### src/rtl/core/resp_array_parser_unit_macros.svh
// Assertion macros shared by the parser RTL.
// Included by the modules that carry concurrent checks; no other dependencies.
`ifndef RESP_ARRAY_PARSER_UNIT_MACROS_SVH
`define RESP_ARRAY_PARSER_UNIT_MACROS_SVH

// Same-cycle implication, disabled during reset
`define RAPU_ASSERT_IMP(lbl, clk, rstn, ante, cons, msg) \
    lbl: assert property (@(posedge clk) disable iff (!rstn) (ante) |-> (cons)) \
        else $error(msg);

// Next-cycle implication, disabled during reset
`define RAPU_ASSERT_NXT(lbl, clk, rstn, ante, cons, msg) \
    lbl: assert property (@(posedge clk) disable iff (!rstn) (ante) |=> (cons)) \
        else $error(msg);

`endif

### src/rtl/core/rapu_pkg.sv
// Shared types and constants for the array request parser.
// No dependencies; used by rapu_front, rapu_fifo, rapu_back and the top level.
`timescale 1ns / 1ps

package rapu_pkg;

    // Limits fixed at build time
    localparam logic [5:0]  ARG_LIMIT    = 6'd32;
    localparam logic [16:0] LENGTH_LIMIT = 17'd8192;
    localparam logic [16:0] NUM_MAX      = 17'd131071;

    // Configuration reset values
    localparam logic [5:0]  MAX_ARGS_RST = 6'd32;
    localparam logic [15:0] MAX_LEN_RST  = 16'd8191;

    // Byte queue between front and back
    localparam int FIFO_DEPTH = 4;
    localparam int FIFO_AW    = $clog2(FIFO_DEPTH);

    // Framing characters
    localparam logic [7:0] CH_STAR   = 8'h2A;
    localparam logic [7:0] CH_DOLLAR = 8'h24;
    localparam logic [7:0] CH_CR     = 8'h0D;
    localparam logic [7:0] CH_LF     = 8'h0A;
    localparam logic [7:0] CH_ZERO   = 8'h30;
    localparam logic [7:0] CH_NINE   = 8'h39;

    typedef enum logic [0:0] {
        CFG_MAX_ARGS = 1'b0,
        CFG_MAX_LEN  = 1'b1
    } cfg_reg_t;

    typedef enum logic [3:0] {
        PH_HDR     = 4'd0,
        PH_CNT     = 4'd1,
        PH_CNT_LF  = 4'd2,
        PH_DOLLAR  = 4'd3,
        PH_LEN     = 4'd4,
        PH_LEN_LF  = 4'd5,
        PH_DATA    = 4'd6,
        PH_DATA_CR = 4'd7,
        PH_DATA_LF = 4'd8
    } phase_t;

    typedef enum logic [1:0] {
        RK_PAYLOAD = 2'd0,
        RK_ARG_END = 2'd1,
        RK_ERROR   = 2'd2
    } result_kind_t;

    typedef enum logic [2:0] {
        ERR_BAD_HEADER = 3'd0,
        ERR_NON_DIGIT  = 3'd1,
        ERR_TOO_MANY   = 3'd2,
        ERR_TOO_LONG   = 3'd3,
        ERR_BAD_TERM   = 3'd4,
        ERR_NO_DOLLAR  = 3'd5
    } err_code_t;

    // Classified byte handed from front to back
    typedef struct packed {
        logic [7:0] data;
        logic       is_digit;
        logic       is_cr;
        logic       is_lf;
        logic       is_star;
        logic       is_dollar;
    } token_t;

    // Limits in force, from the configuration registers
    typedef struct packed {
        logic [5:0]  args_limit;
        logic [15:0] max_len;
    } cfg_t;

    typedef struct packed {
        result_kind_t kind;
        logic [7:0]   data_byte;
        logic [4:0]   arg_index;
        logic [15:0]  arg_length;
        logic         last;
        err_code_t    code;
    } result_t;

endpackage

### src/rtl/core/rapu_in_if.sv
// Request byte channel: valid/ready handshake carrying one raw byte per beat.
// No dependencies.
`timescale 1ns / 1ps

interface rapu_in_if;
    logic       valid;
    logic       ready;
    logic [7:0] in_byte;

    modport source (output valid, output in_byte, input ready);
    modport sink   (input valid, input in_byte, output ready);
endinterface

### src/rtl/core/rapu_out_if.sv
// Parse result channel: valid/ready handshake carrying one result per beat.
// No dependencies.
`timescale 1ns / 1ps

interface rapu_out_if;
    logic        valid;
    logic        ready;
    logic [1:0]  result_kind;
    logic [7:0]  data_byte;
    logic [4:0]  arg_index;
    logic [15:0] arg_length;
    logic        last_of_command;
    logic [2:0]  error_code;

    modport source (output valid, output result_kind, output data_byte, output arg_index,
                    output arg_length, output last_of_command, output error_code,
                    input ready);
    modport sink   (input valid, input result_kind, input data_byte, input arg_index,
                    input arg_length, input last_of_command, input error_code,
                    output ready);
endinterface

### src/rtl/core/rapu_front.sv
// Front stage: accepts request beats and classifies each byte into a token.
// Depends on rapu_pkg and rapu_in_if.
`timescale 1ns / 1ps

module rapu_front (
    input  logic              clk,
    input  logic              rst_n,
    rapu_in_if.sink           req,
    output logic              tok_valid,
    output rapu_pkg::token_t  tok,
    input  logic              tok_ready
);

    logic              valid_reg;
    rapu_pkg::token_t  tok_reg;
    rapu_pkg::token_t  tok_next;
    logic              take;

    // Stage register frees up when empty or when the queue takes its token
    assign req.ready = !valid_reg || tok_ready;
    assign take      = req.valid && req.ready;

    // Byte classification
    always_comb
    begin
        tok_next.data      = req.in_byte;
        tok_next.is_digit  = (req.in_byte >= rapu_pkg::CH_ZERO) &&
                             (req.in_byte <= rapu_pkg::CH_NINE);
        tok_next.is_cr     = (req.in_byte == rapu_pkg::CH_CR);
        tok_next.is_lf     = (req.in_byte == rapu_pkg::CH_LF);
        tok_next.is_star   = (req.in_byte == rapu_pkg::CH_STAR);
        tok_next.is_dollar = (req.in_byte == rapu_pkg::CH_DOLLAR);
    end

    always_ff @(posedge clk or negedge rst_n)
    begin
        if (!rst_n)
        begin
            valid_reg <= 1'b0;
        end
        else if (req.ready)
        begin
            valid_reg <= req.valid;
        end
    end

    always_ff @(posedge clk)
    begin
        if (take)
        begin
            tok_reg <= tok_next;
        end
    end

    assign tok_valid = valid_reg;
    assign tok       = tok_reg;

endmodule

### src/rtl/core/rapu_fifo.sv
// Short token queue decoupling the classifier from the parser.
// Depends on rapu_pkg and the assertion macro header.
`timescale 1ns / 1ps
`include "resp_array_parser_unit_macros.svh"

module rapu_fifo (
    input  logic              clk,
    input  logic              rst_n,
    input  logic              push_valid,
    input  rapu_pkg::token_t  push_tok,
    output logic              push_ready,
    output logic              pop_valid,
    output rapu_pkg::token_t  pop_tok,
    input  logic              pop_ready
);

    rapu_pkg::token_t                 mem_reg [rapu_pkg::FIFO_DEPTH];
    logic [rapu_pkg::FIFO_AW-1:0]     wr_ptr_reg;
    logic [rapu_pkg::FIFO_AW-1:0]     rd_ptr_reg;
    logic [rapu_pkg::FIFO_AW:0]       count_reg;
    logic [rapu_pkg::FIFO_AW:0]       count_next;
    logic                             push;
    logic                             pop;

    assign push_ready = (count_reg != (rapu_pkg::FIFO_AW + 1)'(rapu_pkg::FIFO_DEPTH));
    assign pop_valid  = (count_reg != '0);
    assign push       = push_valid && push_ready;
    assign pop        = pop_valid && pop_ready;
    assign pop_tok    = mem_reg[rd_ptr_reg];

    // Occupancy update
    always_comb
    begin
        count_next = count_reg;
        if (push && !pop)
        begin
            count_next = count_reg + 1'b1;
        end
        else if (pop && !push)
        begin
            count_next = count_reg - 1'b1;
        end
    end

    always_ff @(posedge clk or negedge rst_n)
    begin
        if (!rst_n)
        begin
            wr_ptr_reg <= '0;
            rd_ptr_reg <= '0;
            count_reg  <= '0;
        end
        else
        begin
            if (push)
            begin
                wr_ptr_reg <= wr_ptr_reg + 1'b1;
            end
            if (pop)
            begin
                rd_ptr_reg <= rd_ptr_reg + 1'b1;
            end
            count_reg <= count_next;
        end
    end

    // Storage, no reset needed
    always_ff @(posedge clk)
    begin
        if (push)
        begin
            mem_reg[wr_ptr_reg] <= push_tok;
        end
    end

    `RAPU_ASSERT_IMP(a_count_bound, clk, rst_n, 1'b1, count_reg <= (rapu_pkg::FIFO_AW + 1)'(rapu_pkg::FIFO_DEPTH), "queue count beyond depth")
    `RAPU_ASSERT_NXT(a_push_only, clk, rst_n, push && !pop, count_reg == $past(count_reg) + 1'b1, "push without pop did not grow queue")
    `RAPU_ASSERT_IMP(a_ptr_gap, clk, rst_n, count_reg == '0, wr_ptr_reg == rd_ptr_reg, "empty queue with pointer gap")

endmodule

### src/rtl/core/rapu_back.sv
// Back end: framing state machine that consumes tokens and registers results.
// Depends on rapu_pkg, rapu_out_if and the assertion macro header.
`timescale 1ns / 1ps
`include "resp_array_parser_unit_macros.svh"

module rapu_back (
    input  logic              clk,
    input  logic              rst_n,
    input  rapu_pkg::cfg_t    cfg,
    input  logic              tok_valid,
    input  rapu_pkg::token_t  tok,
    output logic              tok_ready,
    rapu_out_if.source        rsp
);

    rapu_pkg::phase_t   phase_reg,  phase_next;
    logic [5:0]         total_reg,  total_next;
    logic [5:0]         num_reg,    num_next;
    logic [16:0]        acc_reg,    acc_next;
    logic [15:0]        remain_reg, remain_next;
    logic [15:0]        plen_reg,   plen_next;
    logic               out_valid_reg;
    rapu_pkg::result_t  out_reg;

    logic               take;
    logic               emit;
    rapu_pkg::result_t  res;
    logic [20:0]        acc_mul;
    logic [16:0]        acc_sat;
    logic [5:0]         arg_lim;
    logic               is_last;

    // Output register frees up when empty or when the sink takes its beat
    assign tok_ready = !out_valid_reg || rsp.ready;
    assign take      = tok_valid && tok_ready;

    // Decimal accumulate with saturation
    assign acc_mul = {acc_reg, 3'b000} + {3'b000, acc_reg, 1'b0} + {17'd0, tok.data[3:0]};
    assign acc_sat = (acc_mul > {4'd0, rapu_pkg::NUM_MAX}) ? rapu_pkg::NUM_MAX : acc_mul[16:0];

    assign arg_lim = (cfg.args_limit < rapu_pkg::ARG_LIMIT) ? cfg.args_limit
                                                            : rapu_pkg::ARG_LIMIT;
    assign is_last = ({1'b0, num_reg} + 7'd1) >= {1'b0, total_reg};

    // Next state and result for the token at the head of the queue
    always_comb
    begin
        phase_next  = phase_reg;
        total_next  = total_reg;
        num_next    = num_reg;
        acc_next    = acc_reg;
        remain_next = remain_reg;
        plen_next   = plen_reg;
        emit        = 1'b0;
        res         = '0;

        unique case (phase_reg)
            rapu_pkg::PH_CNT, rapu_pkg::PH_LEN:
            begin
                if (tok.is_cr)
                begin
                    phase_next = (phase_reg == rapu_pkg::PH_CNT) ? rapu_pkg::PH_CNT_LF
                                                                 : rapu_pkg::PH_LEN_LF;
                end
                else if (!tok.is_digit)
                begin
                    emit     = 1'b1;
                    res.kind = rapu_pkg::RK_ERROR;
                    res.code = rapu_pkg::ERR_NON_DIGIT;
                end
                else
                begin
                    acc_next = acc_sat;
                end
            end
            rapu_pkg::PH_CNT_LF:
            begin
                if (!tok.is_lf)
                begin
                    emit     = 1'b1;
                    res.kind = rapu_pkg::RK_ERROR;
                    res.code = rapu_pkg::ERR_BAD_TERM;
                end
                else if (acc_reg > {11'd0, arg_lim})
                begin
                    emit     = 1'b1;
                    res.kind = rapu_pkg::RK_ERROR;
                    res.code = rapu_pkg::ERR_TOO_MANY;
                end
                else if (acc_reg == '0)
                begin
                    phase_next = rapu_pkg::PH_HDR;
                end
                else
                begin
                    total_next = acc_reg[5:0];
                    num_next   = '0;
                    acc_next   = '0;
                    phase_next = rapu_pkg::PH_DOLLAR;
                end
            end
            rapu_pkg::PH_DOLLAR:
            begin
                if (!tok.is_dollar)
                begin
                    emit     = 1'b1;
                    res.kind = rapu_pkg::RK_ERROR;
                    res.code = rapu_pkg::ERR_NO_DOLLAR;
                end
                else
                begin
                    acc_next   = '0;
                    phase_next = rapu_pkg::PH_LEN;
                end
            end
            rapu_pkg::PH_LEN_LF:
            begin
                if (!tok.is_lf)
                begin
                    emit     = 1'b1;
                    res.kind = rapu_pkg::RK_ERROR;
                    res.code = rapu_pkg::ERR_BAD_TERM;
                end
                else if ((acc_reg > {1'b0, cfg.max_len}) || (acc_reg >= rapu_pkg::LENGTH_LIMIT))
                begin
                    emit     = 1'b1;
                    res.kind = rapu_pkg::RK_ERROR;
                    res.code = rapu_pkg::ERR_TOO_LONG;
                end
                else
                begin
                    plen_next   = acc_reg[15:0];
                    remain_next = acc_reg[15:0];
                    acc_next    = '0;
                    phase_next  = (acc_reg == '0) ? rapu_pkg::PH_DATA_CR : rapu_pkg::PH_DATA;
                end
            end
            rapu_pkg::PH_DATA:
            begin
                emit          = 1'b1;
                res.kind      = rapu_pkg::RK_PAYLOAD;
                res.data_byte = tok.data;
                res.arg_index = num_reg[4:0];
                remain_next   = remain_reg - 1'b1;
                if (remain_reg == 16'd1)
                begin
                    phase_next = rapu_pkg::PH_DATA_CR;
                end
            end
            rapu_pkg::PH_DATA_CR:
            begin
                if (!tok.is_cr)
                begin
                    emit     = 1'b1;
                    res.kind = rapu_pkg::RK_ERROR;
                    res.code = rapu_pkg::ERR_BAD_TERM;
                end
                else
                begin
                    phase_next = rapu_pkg::PH_DATA_LF;
                end
            end
            rapu_pkg::PH_DATA_LF:
            begin
                if (!tok.is_lf)
                begin
                    emit     = 1'b1;
                    res.kind = rapu_pkg::RK_ERROR;
                    res.code = rapu_pkg::ERR_BAD_TERM;
                end
                else
                begin
                    emit           = 1'b1;
                    res.kind       = rapu_pkg::RK_ARG_END;
                    res.arg_index  = num_reg[4:0];
                    res.arg_length = plen_reg;
                    res.last       = is_last;
                    if (is_last)
                    begin
                        phase_next = rapu_pkg::PH_HDR;
                    end
                    else
                    begin
                        num_next   = num_reg + 1'b1;
                        plen_next  = '0;
                        phase_next = rapu_pkg::PH_DOLLAR;
                    end
                end
            end
            default:
            begin
                // Array header, also unused phase codes
                if (!tok.is_star)
                begin
                    emit     = 1'b1;
                    res.kind = rapu_pkg::RK_ERROR;
                    res.code = rapu_pkg::ERR_BAD_HEADER;
                end
                else
                begin
                    total_next  = '0;
                    num_next    = '0;
                    acc_next    = '0;
                    remain_next = '0;
                    plen_next   = '0;
                    phase_next  = rapu_pkg::PH_CNT;
                end
            end
        endcase

        // Errors, end of command and empty commands drop all parse state
        if ((emit && (res.kind == rapu_pkg::RK_ERROR)) || (phase_next == rapu_pkg::PH_HDR))
        begin
            phase_next  = rapu_pkg::PH_HDR;
            total_next  = '0;
            num_next    = '0;
            acc_next    = '0;
            remain_next = '0;
            plen_next   = '0;
        end
    end

    // Parse state
    always_ff @(posedge clk or negedge rst_n)
    begin
        if (!rst_n)
        begin
            phase_reg  <= rapu_pkg::PH_HDR;
            total_reg  <= '0;
            num_reg    <= '0;
            acc_reg    <= '0;
            remain_reg <= '0;
            plen_reg   <= '0;
        end
        else if (take)
        begin
            phase_reg  <= phase_next;
            total_reg  <= total_next;
            num_reg    <= num_next;
            acc_reg    <= acc_next;
            remain_reg <= remain_next;
            plen_reg   <= plen_next;
        end
    end

    // Result register
    always_ff @(posedge clk or negedge rst_n)
    begin
        if (!rst_n)
        begin
            out_valid_reg <= 1'b0;
        end
        else if (tok_ready)
        begin
            out_valid_reg <= take && emit;
        end
    end

    always_ff @(posedge clk)
    begin
        if (take && emit)
        begin
            out_reg <= res;
        end
    end

    assign rsp.valid           = out_valid_reg;
    assign rsp.result_kind     = out_reg.kind;
    assign rsp.data_byte       = out_reg.data_byte;
    assign rsp.arg_index       = out_reg.arg_index;
    assign rsp.arg_length      = out_reg.arg_length;
    assign rsp.last_of_command = out_reg.last;
    assign rsp.error_code      = out_reg.code;

    `RAPU_ASSERT_NXT(a_err_restart, clk, rst_n,
        take && emit && (res.kind == rapu_pkg::RK_ERROR),
        phase_reg == rapu_pkg::PH_HDR, "error did not restart at header")
    `RAPU_ASSERT_IMP(a_data_remain, clk, rst_n,
        phase_reg == rapu_pkg::PH_DATA,
        remain_reg != '0, "payload phase with nothing left")
    `RAPU_ASSERT_IMP(a_last_is_end, clk, rst_n,
        rsp.valid && rsp.last_of_command,
        rsp.result_kind == rapu_pkg::RK_ARG_END, "last flag on non end beat")
    `RAPU_ASSERT_IMP(a_num_below_total, clk, rst_n,
        phase_reg == rapu_pkg::PH_DATA_LF,
        num_reg < total_reg, "argument number past total")

endmodule

### src/rtl/core/resp_array_parser_unit.sv
// Top level of the array-framed request parser: config registers, front, queue, back.
// Depends on rapu_pkg, rapu_in_if, rapu_out_if, rapu_front, rapu_fifo, rapu_back.
`timescale 1ns / 1ps

// Parses '*' count CRLF, then per argument '$' length CRLF payload CRLF, one byte
// per beat, and emits a payload beat per payload byte, an end beat per argument
// (with its length and a last flag) and an error beat on any framing fault, after
// which parsing restarts at the header. It sustains one request byte per cycle
// while the output is not stalled: the classifier register, a four-entry token
// queue and the result register each pass one token a cycle. The result beat for
// a byte passes through the classifier register, then the queue, then the result
// register, and is held there until the output takes it. Write max_arguments
// (index 0) and max_argument_length (index 1) only while no bytes are in flight.
module resp_array_parser_unit (
    input  logic        clk,
    input  logic        rst_n,
    input  logic        cfg_we,
    input  logic [0:0]  cfg_index,
    input  logic [15:0] cfg_wdata,
    rapu_in_if.sink     req,
    rapu_out_if.source  rsp
);

    logic [5:0]         args_limit_reg;
    logic [15:0]        max_len_reg;
    rapu_pkg::cfg_t     cfg;
    logic               f_valid;
    rapu_pkg::token_t   f_tok;
    logic               f_ready;
    logic               q_valid;
    rapu_pkg::token_t   q_tok;
    logic               q_ready;

    // Configuration registers
    always_ff @(posedge clk or negedge rst_n)
    begin
        if (!rst_n)
        begin
            args_limit_reg <= rapu_pkg::MAX_ARGS_RST;
            max_len_reg    <= rapu_pkg::MAX_LEN_RST;
        end
        else if (cfg_we)
        begin
            unique case (rapu_pkg::cfg_reg_t'(cfg_index))
                rapu_pkg::CFG_MAX_ARGS: args_limit_reg <= cfg_wdata[5:0];
                rapu_pkg::CFG_MAX_LEN:  max_len_reg    <= cfg_wdata;
                default:                max_len_reg    <= max_len_reg;
            endcase
        end
    end

    assign cfg.args_limit = args_limit_reg;
    assign cfg.max_len    = max_len_reg;

    rapu_front u_front (
        .clk       (clk),
        .rst_n     (rst_n),
        .req       (req),
        .tok_valid (f_valid),
        .tok       (f_tok),
        .tok_ready (f_ready)
    );

    rapu_fifo u_fifo (
        .clk        (clk),
        .rst_n      (rst_n),
        .push_valid (f_valid),
        .push_tok   (f_tok),
        .push_ready (f_ready),
        .pop_valid  (q_valid),
        .pop_tok    (q_tok),
        .pop_ready  (q_ready)
    );

    rapu_back u_back (
        .clk       (clk),
        .rst_n     (rst_n),
        .cfg       (cfg),
        .tok_valid (q_valid),
        .tok       (q_tok),
        .tok_ready (q_ready),
        .rsp       (rsp)
    );

endmodule

### src/flat_wrapper.sv
// flat-port wrapper written by rule: the top's interface ports become plain ports
module resp_array_parser_unit_flat 
  (clk, rst_n, cfg_we, cfg_index, cfg_wdata, req_valid, req_in_byte, req_ready, rsp_valid, rsp_result_kind, rsp_data_byte, rsp_arg_index, rsp_arg_length, rsp_last_of_command, rsp_error_code, rsp_ready);
  rapu_in_if req_i ();
  rapu_out_if rsp_i ();
  input  logic clk;
  input  logic rst_n;
  input  logic cfg_we;
  input  logic [0:0] cfg_index;
  input  logic [15:0] cfg_wdata;
  input wire logic [$bits(req_i.valid)-1:0] req_valid;
  input wire logic [$bits(req_i.in_byte)-1:0] req_in_byte;
  output wire logic [$bits(req_i.ready)-1:0] req_ready;
  output wire logic [$bits(rsp_i.valid)-1:0] rsp_valid;
  output wire logic [$bits(rsp_i.result_kind)-1:0] rsp_result_kind;
  output wire logic [$bits(rsp_i.data_byte)-1:0] rsp_data_byte;
  output wire logic [$bits(rsp_i.arg_index)-1:0] rsp_arg_index;
  output wire logic [$bits(rsp_i.arg_length)-1:0] rsp_arg_length;
  output wire logic [$bits(rsp_i.last_of_command)-1:0] rsp_last_of_command;
  output wire logic [$bits(rsp_i.error_code)-1:0] rsp_error_code;
  input wire logic [$bits(rsp_i.ready)-1:0] rsp_ready;
  assign req_i.valid = req_valid;
  assign req_i.in_byte = req_in_byte;
  assign req_ready = req_i.ready;
  assign rsp_valid = rsp_i.valid;
  assign rsp_result_kind = rsp_i.result_kind;
  assign rsp_data_byte = rsp_i.data_byte;
  assign rsp_arg_index = rsp_i.arg_index;
  assign rsp_arg_length = rsp_i.arg_length;
  assign rsp_last_of_command = rsp_i.last_of_command;
  assign rsp_error_code = rsp_i.error_code;
  assign rsp_i.ready = rsp_ready;
  resp_array_parser_unit u_core (.clk(clk), .rst_n(rst_n), .cfg_we(cfg_we), .cfg_index(cfg_index), .cfg_wdata(cfg_wdata), .req(req_i), .rsp(rsp_i));
endmodule
### config.mk
export PLATFORM = sky130hd
export DESIGN_NAME = resp_array_parser_unit_flat
export DESIGN_NICKNAME = d
export VERILOG_FILES = /design/src/rtl/core/rapu_pkg.sv /design/src/rtl/core/rapu_in_if.sv /design/src/rtl/core/rapu_out_if.sv /design/src/rtl/core/rapu_front.sv /design/src/rtl/core/rapu_fifo.sv /design/src/rtl/core/rapu_back.sv /design/src/rtl/core/resp_array_parser_unit.sv /design/src/flat_wrapper.sv
export VERILOG_INCLUDE_DIRS = /design/src /design/src/rtl/core
export SDC_FILE = /design/constraint.sdc
export NUM_CORES = 1
export LEC_CHECK = 0
export BUFFER_PORTS_ARGS = -buffer_cell sky130_fd_sc_hd__buf_2
export CORE_MARGIN = 1.5
export CORE_UTILIZATION = 61
export DETAILED_ROUTE_END_ITERATION = 16
export PLACE_DENSITY = 0.89
export SKIP_CTS_REPAIR_TIMING = 1
export SYNTH_ARGS = -nofsm -noshare
export SYNTH_HDL_FRONTEND = slang
export SYNTH_SLANG_ARGS = --single-unit
### constraint.sdc
create_clock -name clk -period 5.3 [get_ports clk]
set_input_delay 0.265 -clock clk [delete_from_list [all_inputs] [get_ports clk]]
set_output_delay 0.265 -clock clk [all_outputs]
set_load 0.03 [all_outputs]
==> flow_summary.toml <==
[routing]
drc = 0
wl_met1_um = 8930
avgViaCountPerCell = 6.21
drt_iter0_markers = 616
route.vias.total = 7068
wl_met3_um = 1400
post_drt_wl_per_cell_um = 18.6
first_pass_iters = 5
wl_met2_um = 10300
finalWirelength_um = 21200
highest_layer = "met4"
drtAntennaViolNets = 0

[worst_setup_path]
cp-start-kind = "flip-flop"
startpoint = "u_core.u_fifo.rd_ptr_reg[0]"
cp_data_required_time_ps = 5630
reg2reg_depth = 14
path_max_fanout = 15
critPathKind = "reg2reg"
cp.arrival_ps = 4750
r2r_start = "u_core.u_fifo.rd_ptr_reg[0]"
timing.rr.end = "u_core.u_back.acc_reg[3]"
worstSetupEndpoint = "u_core.u_back.acc_reg[3]"
endpoint_kind = "flip-flop"
reg2reg_setup_slack_ps = 880

[grt]
grt-ovfl-total = 0
grt_first_pass_wirelength_um = 34900
grt_pass1_vias = 6953
track_usage_pct = 25.4
antenna_found_initial = 0
grt_max_degree = 64

[status]
outcome = "complete, no violations"

[timing]
rsz0062_at_grt = "no"
min_period_ps = 4420
hold_violations = 0
final.period_utilization_pct = 83.3
setup_viol = 0
finalSetupTns_ps = 0
max_slew_margin_pct = 24.4
tightest_slew_ps = 1130
skew_ps = 8.73
clock.fmax_ghz = 0.226
slew_violations = 0

[die]
die_x_um = 132
ios = 67
dieArea_um2 = 17500
initial_core_util_pct = 62.0
core.rowCount = 47
core_region_area_um2 = 16500
chipHeight_um = 132

[synthesis]
synth_ff_type = "edfxtp_1"
synthCells = 845
async_flop_share_pct = 49.0
ys_seq_area_share_pct = 53.2
synth_edf_count = 100
syn_avg_cell_area_um2 = 12.1
synth.cell_area_um2 = 10200
ys_seq_elements = 196
syn-num-nets = 947
synthDistinctLibCells = 81
yosys_warnings = 0

[pwr]
p_int_mw = 3.63
pwr-share-seq_pct = 37.5
pwr-share-comb_pct = 40.9
clkPwrFrac_pct = 21.6
power.density_nw_per_um2 = 545
p_sw_share_pct = 41.4
ir_worst_vdd_uv = 331
leakagePower_nw = 5.04
p_sw_mw = 2.56

[placed_design]
gp_congestion = 0.911
place_area_um2 = 10700
hpwl_um = 14300
portBuffers = 66

[job]
maxCapViolCount = 0

[clock_network]
cts_tree = "yes"
cts.path.max_buffers = 2
cts.clk_slew.worst_paths_ps = 80
insertion_delay_ps = 450
root_buffer = "clkbuf_16"
cts_sinks = 196
numCtsBuffers = 17
htree_levels = 4

[finish]
nets = 1007
fill_cells = 1149
largest_register_ffs = 52
antenna_cells = 0
area_growth_pct = 11.4
drive_gt1_share_pct = 19.3
postLayoutCellArea_um2 = 11400

[worst_hold_path]
hold_class = "in2reg"
hold_depth = 1
[through the flow]
stage	instances	hold WS, ps	total power, mW	util (%)	setup WS, ps
finish	1138	13.6	6.19	69.0	884
global route	1138	0.0927	6.53	69.0	583
CTS	1137	-228	6.19	69.0	922
detailed placement	1105	249	4.83	65.2	975
global placement	1105	246	4.74	65.2	1160
floorplan	845	-30.6	4.20	-	698
[layer usage]
layer  vias up  track usage (%)
li1       3324                -
met1      3415             34.0
met2       280             41.4
met3        49             4.50
met4         0             11.1
met5         -                0
[synthesized netlist by cell type (5+ instances only)]
| cell | n | share of area [%] |
|---|---|---|
| nor2b_1 | 14 | 0.86 |
| ha_1 | 69 | 8.5 |
| nand2b_1 | 9 | 0.55 |
| edfxtp_1 | 100 | 29 |
| xor2_1 | 10 | 0.86 |
| nor4_1 | 8 | 0.49 |
| nand4_1 | 5 | 0.31 |
| o2bb2ai_1 | 5 | 0.43 |
| and2_1 | 33 | 2.0 |
| clkbuf_1 | 22 | 0.81 |
| dfrtp_1 | 82 | 20 |
| inv_1 | 41 | 1.5 |
| dfstp_2 | 14 | 3.6 |
| nor2_1 | 32 | 1.2 |
| a211oi_1 | 6 | 0.44 |
| o21ai_0 | 36 | 1.8 |
| a22o_1 | 24 | 2.1 |
| nand3_1 | 20 | 0.98 |
| nor3_1 | 22 | 1.1 |
| buf_2 | 7 | 0.34 |
| mux2_2 | 25 | 2.8 |
| mux2i_1 | 5 | 0.49 |
| xnor2_1 | 14 | 1.2 |
| a31oi_1 | 6 | 0.37 |
| nand2_1 | 37 | 1.4 |
| a21o_1 | 34 | 2.5 |
| and3_1 | 6 | 0.37 |
| a21oi_1 | 56 | 2.7 |
| mux4_2 | 13 | 2.9 |
[area by class of cell]
type / count / area [um2] / area share, %
flip-flops and latches: 196 / 5420 / 47.7
well taps: 220 / 275 / 2.42
clock inverters: 14 / 190 / 1.67
inverters: 42 / 158 / 1.39
clock buffers: 18 / 429 / 3.78
repair buffers: 74 / 395 / 3.48
multi-input cells: 574 / 4500 / 39.6
[worst max-delay path, cell delays in order, from the launching register on]
cell and delay (ps):
dfrtp_1 400, buf_4 310, mux4_2 560, ha_1 210, ha_1 310, a211oi_1 100
nor2_1 180, nor4b_1 100, o31ai_1 670, a31oi_1 240, or3_1 380, a21oi_1 290
buf_4 250, a21oi_1 90, a21o_1 190
[cell families (layout without fill, tap and decap cells)]
family / Yosys count / after routing / synth area share (%)
AOI/OAI and AO/OA: 219 / 219 / 14.9
and+or+nand+nor: 215 / 215 / 11.7
DFF: 196 / 196 / 53.2
buffers and inverters: 75 / 148 / 2.88
adders and majority gates: 73 / 73 / 9.15
muxes: 43 / 43 / 6.12
xor gates and xnor gates: 24 / 24 / 2.06
[worst min path at each step]
stage / startpoint / end / slack [ps]
6_report: req_in_byte[6] / u_core.u_front.tok[11] / 10
5_1_grt: req_in_byte[6] / u_core.u_front.tok[11] / 0.09
4_1_cts: rst_n / u_core.args_limit_reg[2] / -230
3_5_place_dp: rst_n / u_core.args_limit_reg[2] / 250
3_3_place_gp: rst_n / u_core.args_limit_reg[2] / 250
2_1_floorplan: rst_n / u_core.args_limit_reg[0] / -30
[layout by cell type, fill, tap and decap left out, drive strengths merged, types with 25 or more instances in the layout]
master  netlist  routed
nand2        37      37
dfrtp        82      82
ha           69      69
buf          11      73
nor2         32      32
o21ai        39      39
a21oi        57      57
and2         33      33
edfxtp      100     100
a21o         34      34
inv          42      49
mux2         25      25
[power by group through the flow]
stage	logic, mW	registers, mW	clock network (mW)
after global placement	2.43	2.32	0
after detailed placement	2.49	2.34	0
final	2.53	2.32	1.34
after CTS	2.52	2.32	1.35
after global routing	2.75	2.36	1.42
after floorplan	1.65	2.55	0
Power figures use the tool's default switching activity.
